`src/deq_pkg.sv`:
```
// Shared types and constants for the double-ended queue.
`default_nettype none
package deq_pkg;

   localparam int DEPTH      = 16;
   localparam int ITEM_WIDTH = 32;
   localparam int IDX_W      = $clog2(DEPTH);
   localparam int CNT_W      = $clog2(DEPTH + 1);

   typedef enum logic [1:0] {
      ACT_NONE   = 2'd0,
      ACT_PUSH_R = 2'd1,
      ACT_POP_L  = 2'd2,
      ACT_POP_R  = 2'd3
   } action_type;

   typedef enum logic [1:0] {
      ST_OK    = 2'd0,
      ST_EMPTY = 2'd1,
      ST_FULL  = 2'd2
   } status_type;

   typedef struct packed {
      action_type            action;
      logic [ITEM_WIDTH-1:0] item_value;
   } req_type;

   typedef struct packed {
      logic [ITEM_WIDTH-1:0] popped_value;
      status_type            status;
      logic [CNT_W-1:0]      entry_count;
      logic                  is_empty;
      logic [ITEM_WIDTH-1:0] left_entry;
      logic [ITEM_WIDTH-1:0] right_entry;
   } rsp_type;

   // Shift commands broadcast to every cell of the chain
   typedef struct packed {
      logic shift_up;
      logic shift_down;
   } cell_ctl_type;

endpackage
`default_nettype wire

```
`src/deq_cell.sv`:
```
// One storage cell of the queue chain: hold, take from lower or upper neighbor.
`default_nettype none
module deq_cell (
   input  wire logic                          clock,
   input  wire deq_pkg::cell_ctl_type         ctl,
   input  wire logic [deq_pkg::ITEM_WIDTH-1:0] lower_data,
   input  wire logic [deq_pkg::ITEM_WIDTH-1:0] upper_data,
   output logic      [deq_pkg::ITEM_WIDTH-1:0] data
);
   import deq_pkg::*;

   logic [ITEM_WIDTH-1:0] data_ff;
   logic [ITEM_WIDTH-1:0] data_in;

   // Pick the next value from the shift command
   always_comb begin
      data_in = data_ff;
      if (ctl.shift_up) begin
         data_in = lower_data;
      end else if (ctl.shift_down) begin
         data_in = upper_data;
      end
   end

   always_ff @(posedge clock) begin
      data_ff <= data_in;
   end

   assign data = data_ff;

endmodule
`default_nettype wire

```
`src/deq_chain.sv`:
```
// Row of queue cells; rightmost entry sits in cell 0, leftmost in cell count-1.
`default_nettype none
module deq_chain (
   input  wire logic                           clock,
   input  wire deq_pkg::cell_ctl_type          ctl,
   input  wire logic [deq_pkg::ITEM_WIDTH-1:0] push_value,
   input  wire logic [deq_pkg::CNT_W-1:0]      count,
   output logic      [deq_pkg::ITEM_WIDTH-1:0] left_tap,
   output logic      [deq_pkg::ITEM_WIDTH-1:0] right_tap
);
   import deq_pkg::*;

   logic [ITEM_WIDTH-1:0] cell_data [DEPTH];
   logic [CNT_W-1:0]      last_pos;
   logic [IDX_W-1:0]      left_idx;

   // Build the chain; cell 0 takes the pushed value, the top cell refills itself
   for (genvar i = 0; i < DEPTH; i++) begin : g_cell
      logic [ITEM_WIDTH-1:0] lower;
      logic [ITEM_WIDTH-1:0] upper;
      if (i == 0) begin : g_first
         assign lower = push_value;
      end else begin : g_mid_lo
         assign lower = cell_data[i-1];
      end
      if (i == DEPTH - 1) begin : g_last
         assign upper = cell_data[i];
      end else begin : g_mid_hi
         assign upper = cell_data[i+1];
      end
      deq_cell u_cell (
         .clock      (clock),
         .ctl        (ctl),
         .lower_data (lower),
         .upper_data (upper),
         .data       (cell_data[i])
      );
   end

   // Tap the leftmost live entry; meaningful only while count is nonzero
   assign last_pos  = count - CNT_W'(1);
   assign left_idx  = last_pos[IDX_W-1:0];
   assign left_tap  = cell_data[left_idx];
   assign right_tap = cell_data[0];

endmodule
`default_nettype wire

```
`src/double_ended_queue.sv`:
```
// Double-ended queue top level: request decode, count tracking, result register.
//
// Usage:
//  - req channel carries one transaction per queue action (none, push right,
//    pop left, pop right) with the value to push. It is accepted when
//    req_valid is high and req_stall is low.
//  - rsp channel returns exactly one transaction per request: popped value,
//    status, entry count after the action, empty flag, and the leftmost and
//    rightmost entries after the action.
//  - The cell chain shifts and the count updates at the clock edge that
//    accepts a request; the result is then loaded into the rsp register from
//    the chain end taps once that register is free. A new request is not
//    accepted until the result of the previous one has been loaded.
//  - Push into a full queue or pop from an empty one reports a status code,
//    returns zero as popped value and leaves the contents unchanged.
//  - When the receiver stalls, the result holds in the rsp register; one
//    further request is still accepted and waits finished in the chain
//    until the result register frees.
//  - Reset empties the queue and drops any pending transaction. Cell
//    contents are not cleared; they are never shown while not live.
`default_nettype none
module double_ended_queue (
   input  wire logic             clock,
   input  wire logic             reset,
   input  wire logic             req_valid,
   output logic                  req_stall,
   input  wire deq_pkg::req_type req,
   output logic                  rsp_valid,
   input  wire logic             rsp_stall,
   output deq_pkg::rsp_type      rsp
);
   import deq_pkg::*;

   logic                  busy_ff;
   logic                  busy_in;
   logic                  rsp_valid_ff;
   logic                  rsp_valid_in;
   rsp_type               rsp_ff;
   rsp_type               rsp_in;
   logic [CNT_W-1:0]      count_ff;
   logic [CNT_W-1:0]      count_in;
   logic [ITEM_WIDTH-1:0] popped_ff;
   logic [ITEM_WIDTH-1:0] popped_in;
   status_type            status_ff;
   status_type            status_in;

   logic                  req_accept;
   logic                  rsp_free;
   logic                  finish;
   logic                  now_empty;
   cell_ctl_type          ctl;
   logic [ITEM_WIDTH-1:0] left_tap;
   logic [ITEM_WIDTH-1:0] right_tap;

   assign req_stall  = busy_ff;
   assign req_accept = req_valid && !busy_ff;
   assign rsp_free   = !rsp_valid_ff || !rsp_stall;
   assign finish     = busy_ff && rsp_free;

   // Decode the action into shift commands, new count and status
   always_comb begin
      ctl       = '0;
      count_in  = count_ff;
      popped_in = popped_ff;
      status_in = status_ff;
      if (req_accept) begin
         popped_in = '0;
         status_in = ST_OK;
         unique case (req.action)
            ACT_PUSH_R: begin
               if (count_ff == CNT_W'(DEPTH)) begin
                  status_in = ST_FULL;
               end else begin
                  ctl.shift_up = 1'b1;
                  count_in     = count_ff + CNT_W'(1);
               end
            end
            ACT_POP_L: begin
               if (count_ff == '0) begin
                  status_in = ST_EMPTY;
               end else begin
                  popped_in = left_tap;
                  count_in  = count_ff - CNT_W'(1);
               end
            end
            ACT_POP_R: begin
               if (count_ff == '0) begin
                  status_in = ST_EMPTY;
               end else begin
                  popped_in      = right_tap;
                  ctl.shift_down = 1'b1;
                  count_in       = count_ff - CNT_W'(1);
               end
            end
            default: begin
            end
         endcase
      end
   end

   deq_chain u_chain (
      .clock      (clock),
      .ctl        (ctl),
      .push_value (req.item_value),
      .count      (count_ff),
      .left_tap   (left_tap),
      .right_tap  (right_tap)
   );

   // Load the result register from the settled chain, or drain it
   assign now_empty = (count_ff == '0);

   always_comb begin
      busy_in      = busy_ff;
      rsp_valid_in = rsp_valid_ff;
      rsp_in       = rsp_ff;
      if (req_accept) begin
         busy_in = 1'b1;
      end
      if (rsp_valid_ff && !rsp_stall) begin
         rsp_valid_in = 1'b0;
      end
      if (finish) begin
         busy_in              = 1'b0;
         rsp_valid_in         = 1'b1;
         rsp_in.popped_value  = popped_ff;
         rsp_in.status        = status_ff;
         rsp_in.entry_count   = count_ff;
         rsp_in.is_empty      = now_empty;
         rsp_in.left_entry    = now_empty ? '0 : left_tap;
         rsp_in.right_entry   = now_empty ? '0 : right_tap;
      end
   end

   always_ff @(posedge clock) begin
      if (reset) begin
         busy_ff      <= 1'b0;
         rsp_valid_ff <= 1'b0;
         count_ff     <= '0;
      end else begin
         busy_ff      <= busy_in;
         rsp_valid_ff <= rsp_valid_in;
         count_ff     <= count_in;
      end
   end

   always_ff @(posedge clock) begin
      rsp_ff    <= rsp_in;
      popped_ff <= popped_in;
      status_ff <= status_in;
   end

   assign rsp_valid = rsp_valid_ff;
   assign rsp       = rsp_ff;

   // Count never exceeds the capacity
   a_count_bound: assert property (@(posedge clock) disable iff (reset)
      count_ff <= CNT_W'(DEPTH))
      else $error("entry count above capacity");

   // An accepted request occupies the sequencer on the next cycle
   a_accept_busy: assert property (@(posedge clock) disable iff (reset)
      req_valid && !req_stall |=> busy_ff)
      else $error("accepted request not in flight");

   // Failed actions return zero and leave the count unchanged
   a_fail_zero: assert property (@(posedge clock) disable iff (reset)
      finish && status_ff != ST_OK |-> popped_ff == '0 && count_ff == $past(count_ff))
      else $error("failed action changed state or returned data");

   // Empty flag agrees with the reported count
   a_empty_flag: assert property (@(posedge clock) disable iff (reset)
      rsp_valid_ff |-> rsp_ff.is_empty == (rsp_ff.entry_count == '0))
      else $error("empty flag disagrees with count");

endmodule
`default_nettype wire
```
`config.mk`:
```
export PLATFORM = sky130hd
export DESIGN_NAME = double_ended_queue
export DESIGN_NICKNAME = d
export VERILOG_FILES = /design/src/deq_pkg.sv /design/src/deq_cell.sv /design/src/deq_chain.sv /design/src/double_ended_queue.sv
export SDC_FILE = /design/constraint.sdc
export NUM_CORES = 1
export LEC_CHECK = 0
export ABC_AREA = 0
export BUFFER_PORTS_ARGS = -buffer_cell sky130_fd_sc_hd__buf_2
export CAP_MARGIN = 20
export CORE_UTILIZATION = 55
export DETAILED_ROUTE_END_ITERATION = 8
export MAX_ROUTING_LAYER = met4
export PLACE_DENSITY = 0.71
export REMOVE_ABC_BUFFERS = 1
export SLEW_MARGIN = 20
export SYNTH_ARGS = -nofsm -noshare
export SYNTH_HDL_FRONTEND = slang
export SYNTH_SLANG_ARGS = --single-unit
```
`constraint.sdc`:
```
create_clock -name clock -period 45.7 [get_ports clock]
set_clock_uncertainty 0.15 [all_clocks]
set_input_delay 9.14 -clock clock [delete_from_list [all_inputs] [get_ports clock]]
set_output_delay 9.14 -clock clock [all_outputs]
set_load 0.03 [all_outputs]
```
# Word-level counts from Yosys, hierarchy flattened
# Index checks and enable logic that the tools add are counted.
[totals] elab_cells=100 in_bits=38 n_memories=0 mem_bits_rw=0 reg_bits=657 latchBits=0 out_inout_bits=106 romBits=0
[op_classes] multipliers=0 reduce_logical=14 n_lt_le_gt_ge=1 div=0 shifts=0 n_addsub=2 n_bitwise=1 n_mux=49 eq_ne=6
[ops] operator="two-way mux 32 bit" count=34
[ops] operator="binary-select mux 32 bit (select 4 bit)" count=1
[ops] operator="case mux 32 bit (2 select lines)" count=1
[ops] operator="two-way mux 5 bit" count=2
[ops] operator="case mux 5 bit (2 select lines)" count=1
[ops] operator="two-way mux 1 bit" count=7
[ops] operator="nonzero test 2 bit" count=3
[ops] operator="adder 5 x 1 -> 5 bit (second input constant)" count=1
[ops] operator="equality test 5 bit (second input constant)" count=1
[ops] operator="greater-or-equal comparator 5 bit (second input constant)" count=1
[ops] operator="logical NOT 5 bit" count=1
[ops] operator="NOT 4 -> 5 bit" count=1
[ops] operator="subtractor 5 x 1 -> 5 bit (second input constant)" count=1
[ops] operator="equality test 2 bit (second input constant)" count=2
[ops] operator="two-way mux 2 bit" count=2
[ops] operator="inequality test 2 bit (second input constant)" count=2
[ops] operator="case mux 2 bit (2 select lines)" count=1
[ops] operator="AND reduction 4 bit" count=1
[ops] operator="OR reduction 2 bit" count=2
[ops] operator="logical AND 1 bit" count=3
[ops] operator="logical NOT 1 bit" count=3
[ops] operator="equality test 2 x 1 -> 1 bit (second input constant)" count=1
[ops] operator="logical OR 1 bit" count=1

# Logic depth before layout (Yosys ltp)
[depth] depth_word=7 depth_mapped=13 depth_no_buf=7

# Modules after synthesis
# A second synthesis with hierarchy kept.
[hier_totals] hier_cells=1837 hier_area_um2=34302.9
[modules_own_cells] module="deq_cell" seq_area_each_um2=960.9 area_per_inst_um2=1507.7 cells_each=69 instances=16
[modules_own_cells] module="double_ended_queue" seq_area_each_um2=4284.1 area_per_inst_um2=6058.3 cells_each=413 instances=1
[modules_own_cells] module="deq_chain" seq_area_each_um2=0.0 area_per_inst_um2=4121.5 cells_each=320 instances=1

# Worst setup path after synthesis
# No wires, ideal clock.
[synth_path] kind="input-to-reg" startpoint="input req_valid" endpoint="register u_chain.g_cell[0].u_cell.data_ff[0] (enable)" setup_slack_ns=10.976 path_buffers=0 setup_ns=1.484 t_arrival_ns=33.090 path_stages=4 cell_sequence="nand2b_1 inv_1 nand2_1 a21oi_1"
[synth_via] elab_chain_cells=3
[synth_rtl] item="start: declaration" line="double_ended_queue.sv:25" source="input wire logic req_valid,"
[synth_rtl] item="logical AND 1 bit" line="double_ended_queue.sv:56" source="assign req_accept = req_valid && !busy_ff;"
[synth_rtl] item="net req_accept" line="double_ended_queue.sv:47" source="logic req_accept;"
[synth_rtl] item="two-way mux 2 bit" line="double_ended_queue.sv:66" source="if (req_accept) begin"
[synth_rtl] item="nonzero test 2 bit (no source line)"
[synth_rtl] item="end signal: assignment" line="deq_cell.sv:26" source="data_ff <= data_in;"
[synth_rtl] item="end: declaration" line="deq_cell.sv:12" source="logic [ITEM_WIDTH-1:0] data_ff;"
# The timed path passes the listed nets, and every way through them passes these cells.
# A chain may end at the register's enable or synchronous reset.

# Worst setup path in the final report
[layout_path] startpoint="input req_valid" endpoint="register u_chain.g_cell[6].u_cell.data_ff[23] (enable)"
[layout_via] elab_chain_cells=3
[layout_rtl] item="logical AND 1 bit" line="double_ended_queue.sv:56"
[layout_rtl] item="net req_accept" line="double_ended_queue.sv:47"
[layout_rtl] item="two-way mux 2 bit" line="double_ended_queue.sv:66"
[layout_rtl] item="nonzero test 2 bit (no source line)"
[layout_rtl] item="end signal: assignment" line="deq_cell.sv:26"
[layout_rtl] item="end: declaration" line="deq_cell.sv:12"
# The timed path passes the listed nets, and every way through them passes these cells.

==> run metrics <==
status=completed; dpl ws=32.49 ns; row cnt=87; die height=242 µm; Ports=144; post_cts resized=0; final hold vios=0; Area Growth Syn to Fin=11.0%; placer congestion estimate=0.758; Mapped Cells=2089; clock-pin slew on the worst setup and hold paths=0.06 ns; Max Fclk=84.1 MHz; layout cells sized above 1=31.4%; yosys warns=0; global-route wire length before repair=99300 µm; Seq cells post-synth=657; H-Tree Depth=3; Commonest cells post-synth=edfxtp_1, mux2_2, mux2i_1, nand3_1, mux2_1; crit path launch type=input port; final cycle utilization of the critical path=26.0%; top post-synthesis cells by area=edfxtp_1, mux2_2, mux2i_1; Slew @ Worst Pin=1.18 ns; DR WL/cell=21.0 µm; vias in the first global route=18100; via count of the routed design=18000; number of antenna diodes=0; CTS tree=yes; Die Area=58400 µm²; share of the synthesized area in the top cell type=61.8%; post-detail-place hpwl=33800 µm; critical path data required time=45.76 ns; worst reg2reg path startpoint=count_ff[0]; drt initial violations=1264; Worst Hold Class=flop to flop; root buf cell=clkbuf_16; post-route minimum period=11.90 ns; Max-slew headroom=21.4%; fin util=61.9%; aggregate negative setup slack=0 ns; number of buffers created by CTS=70; Post-synth EDFFs=650; maxcap violations=0; Max IR drop VDD=36.1 µV; Hold Buf Count CTS=0; Post-CTS Setup Bufs=0; power per cell area=46.3 nW/µm²; Mean Syn Cell Area=15.1 µm²; drt first pass iters=5; RSZ-0062 raised after global routing=no; top_reg_cell synth=edfxtp_1; beginning of the worst hold path=popped_ff[6]; Synth area leader=edfxtp_1; Initial Utilization=55.8%; Die Wd=242 µm; most frequent cell after synthesis=edfxtp_1; count of cell types in the netlist=36; synthesized cell area=31600 µm²; reg2reg setup slack=40.50 ns; Hold Crit Depth=0; CP Capture Type=flop; Vias/cell=6.04; crit path from=req_valid; PortBufs=143; DRC Markers=0; Crit Path Max Fanout=89; setup slack after layout=33.80 ns; worst reg2reg path endpoint=popped_ff[23]; end of the worst hold path=rsp[78]; insertion delay to the later sink of the worst-skew pair=0.61 ns; Layout Nets=2214; All-Layer GR Usage=21.9%; Leakage Power=11.9 nW; crit path DAT=11.96 ns; hold slack=0.266 ns; pin count of the biggest net entering global routing=219; crit path kind=input port to flop; Clock Tree Buf Depth=3; filler instances=4260; async set-reset flop share out of synthesis=0%; sequential share of the synthesized area=62.3%; final wirelength=62500 µm; Pwr Total=1.62 mW; total grt overflow=0; final max-slew violation count=0; CTS sink cnt=657; # setup viols final=0; Core Region=56600 µm²; ANT nets after route=0; initial antenna violation count=0; reg2reg path depth=9
[kinds of logic after synthesis]
logic type | count (synthesis) | share of synthesized area, %
mux | 769 | 26.4
flops | 657 | 62.3
simple gates | 414 | 6.89
buf+inv | 164 | 2.46
compound gates | 75 | 1.64
xor+xnor | 8 | 0.246
fa+ha+maj | 2 | 0.0793
[cell type report]
cell class / count / area, µm² / share of cell area (%)
timing repair buffer: 174 / 1010 / 2.88
clock inverter: 37 / 315 / 0.900
clock buffer: 85 / 1870 / 5.34
sequential: 657 / 19700 / 56.1
multi-input combinational: 1268 / 11200 / 32.0
inverter: 3 / 13.8 / 0.0393
tap: 756 / 946 / 2.70
[power breakdown]
| part | internal, mW | switching, mW | leakage, nW |
|---|---|---|---|
| logic | 0.127 | 0.203 | 4.77 |
| registers | 0.723 | 0.0245 | 6.09 |
| clock network | 0.319 | 0.228 | 1.07 |
[state kept, by name, summed over array words and instances, names as in the netlist]
| register | count |
|---|---|
| rsp_valid | 1 |
| count_ff | 5 |
| req_stall | 1 |
| rsp | 104 |
| u_chain.g_cell.u_cell.data | 512 |
| popped_ff | 32 |
| status_ff | 2 |
[layer usage]
layer,global-route usage (%),part of all wire [%],vias to the layer above
met1,30.0,46,9145
met4,6.58,2.0,0
met5,-,0,-
li1,-,-,8354
met3,3.09,4.2,93
met2,34.0,48,398
[stage by stage]
stage                     instances  cell area, µm²
after floorplan                1928           30800
after global placement         2855           32800
after detailed placement       2855           32800
after CTS                      2977           35000
after global routing           2980           35100
final                          2980           35100
[how the worst max path moves through the flow]
stage                                                     to  slack, ns  cells after the start
final                      u_chain.g_cell[6].u_cell.data[23]      33.80                      7
after global routing      u_chain.g_cell[14].u_cell.data[23]      33.54                      7
after CTS                 u_chain.g_cell[12].u_cell.data[23]      33.14                      7
after detailed placement    u_chain.g_cell[0].u_cell.data[1]      32.49                      7
after global placement      u_chain.g_cell[0].u_cell.data[1]      32.61                      7
after floorplan             u_chain.g_cell[0].u_cell.data[0]      10.98                      4
[worst max-delay path: stages]
cell,delay (ns)
buf_2,0.09
nand2b_1,0.20
inv_2,0.11
nand2_1,0.09
a21oi_4,0.62
buf_6,0.68
buf_4,0.94
[placed cells by master (no fill, tap or decap), drive strengths merged]
cell type  instances
xnor2              5
mux2i            257
dfxtp              7
nor2              42
nand4bb            1
buf              174
or2                1
edfxtp           650
nand4             64
a32oi              1
nand2b             3
inv                7
xor2               3
a31oi              1
ha                 2
nor3               4
nand3            257
nor3b              3
o22ai             32
clkinv            25
clkinvlp           3
o211ai             1
a21o              33
clkbuf            85
a21boi             1
mux2             512
a21oi              4
nor4b              1
a211oi             2
bufinv             5
nor2b             34
nand2              4
(Power assumes the default switching activity.)
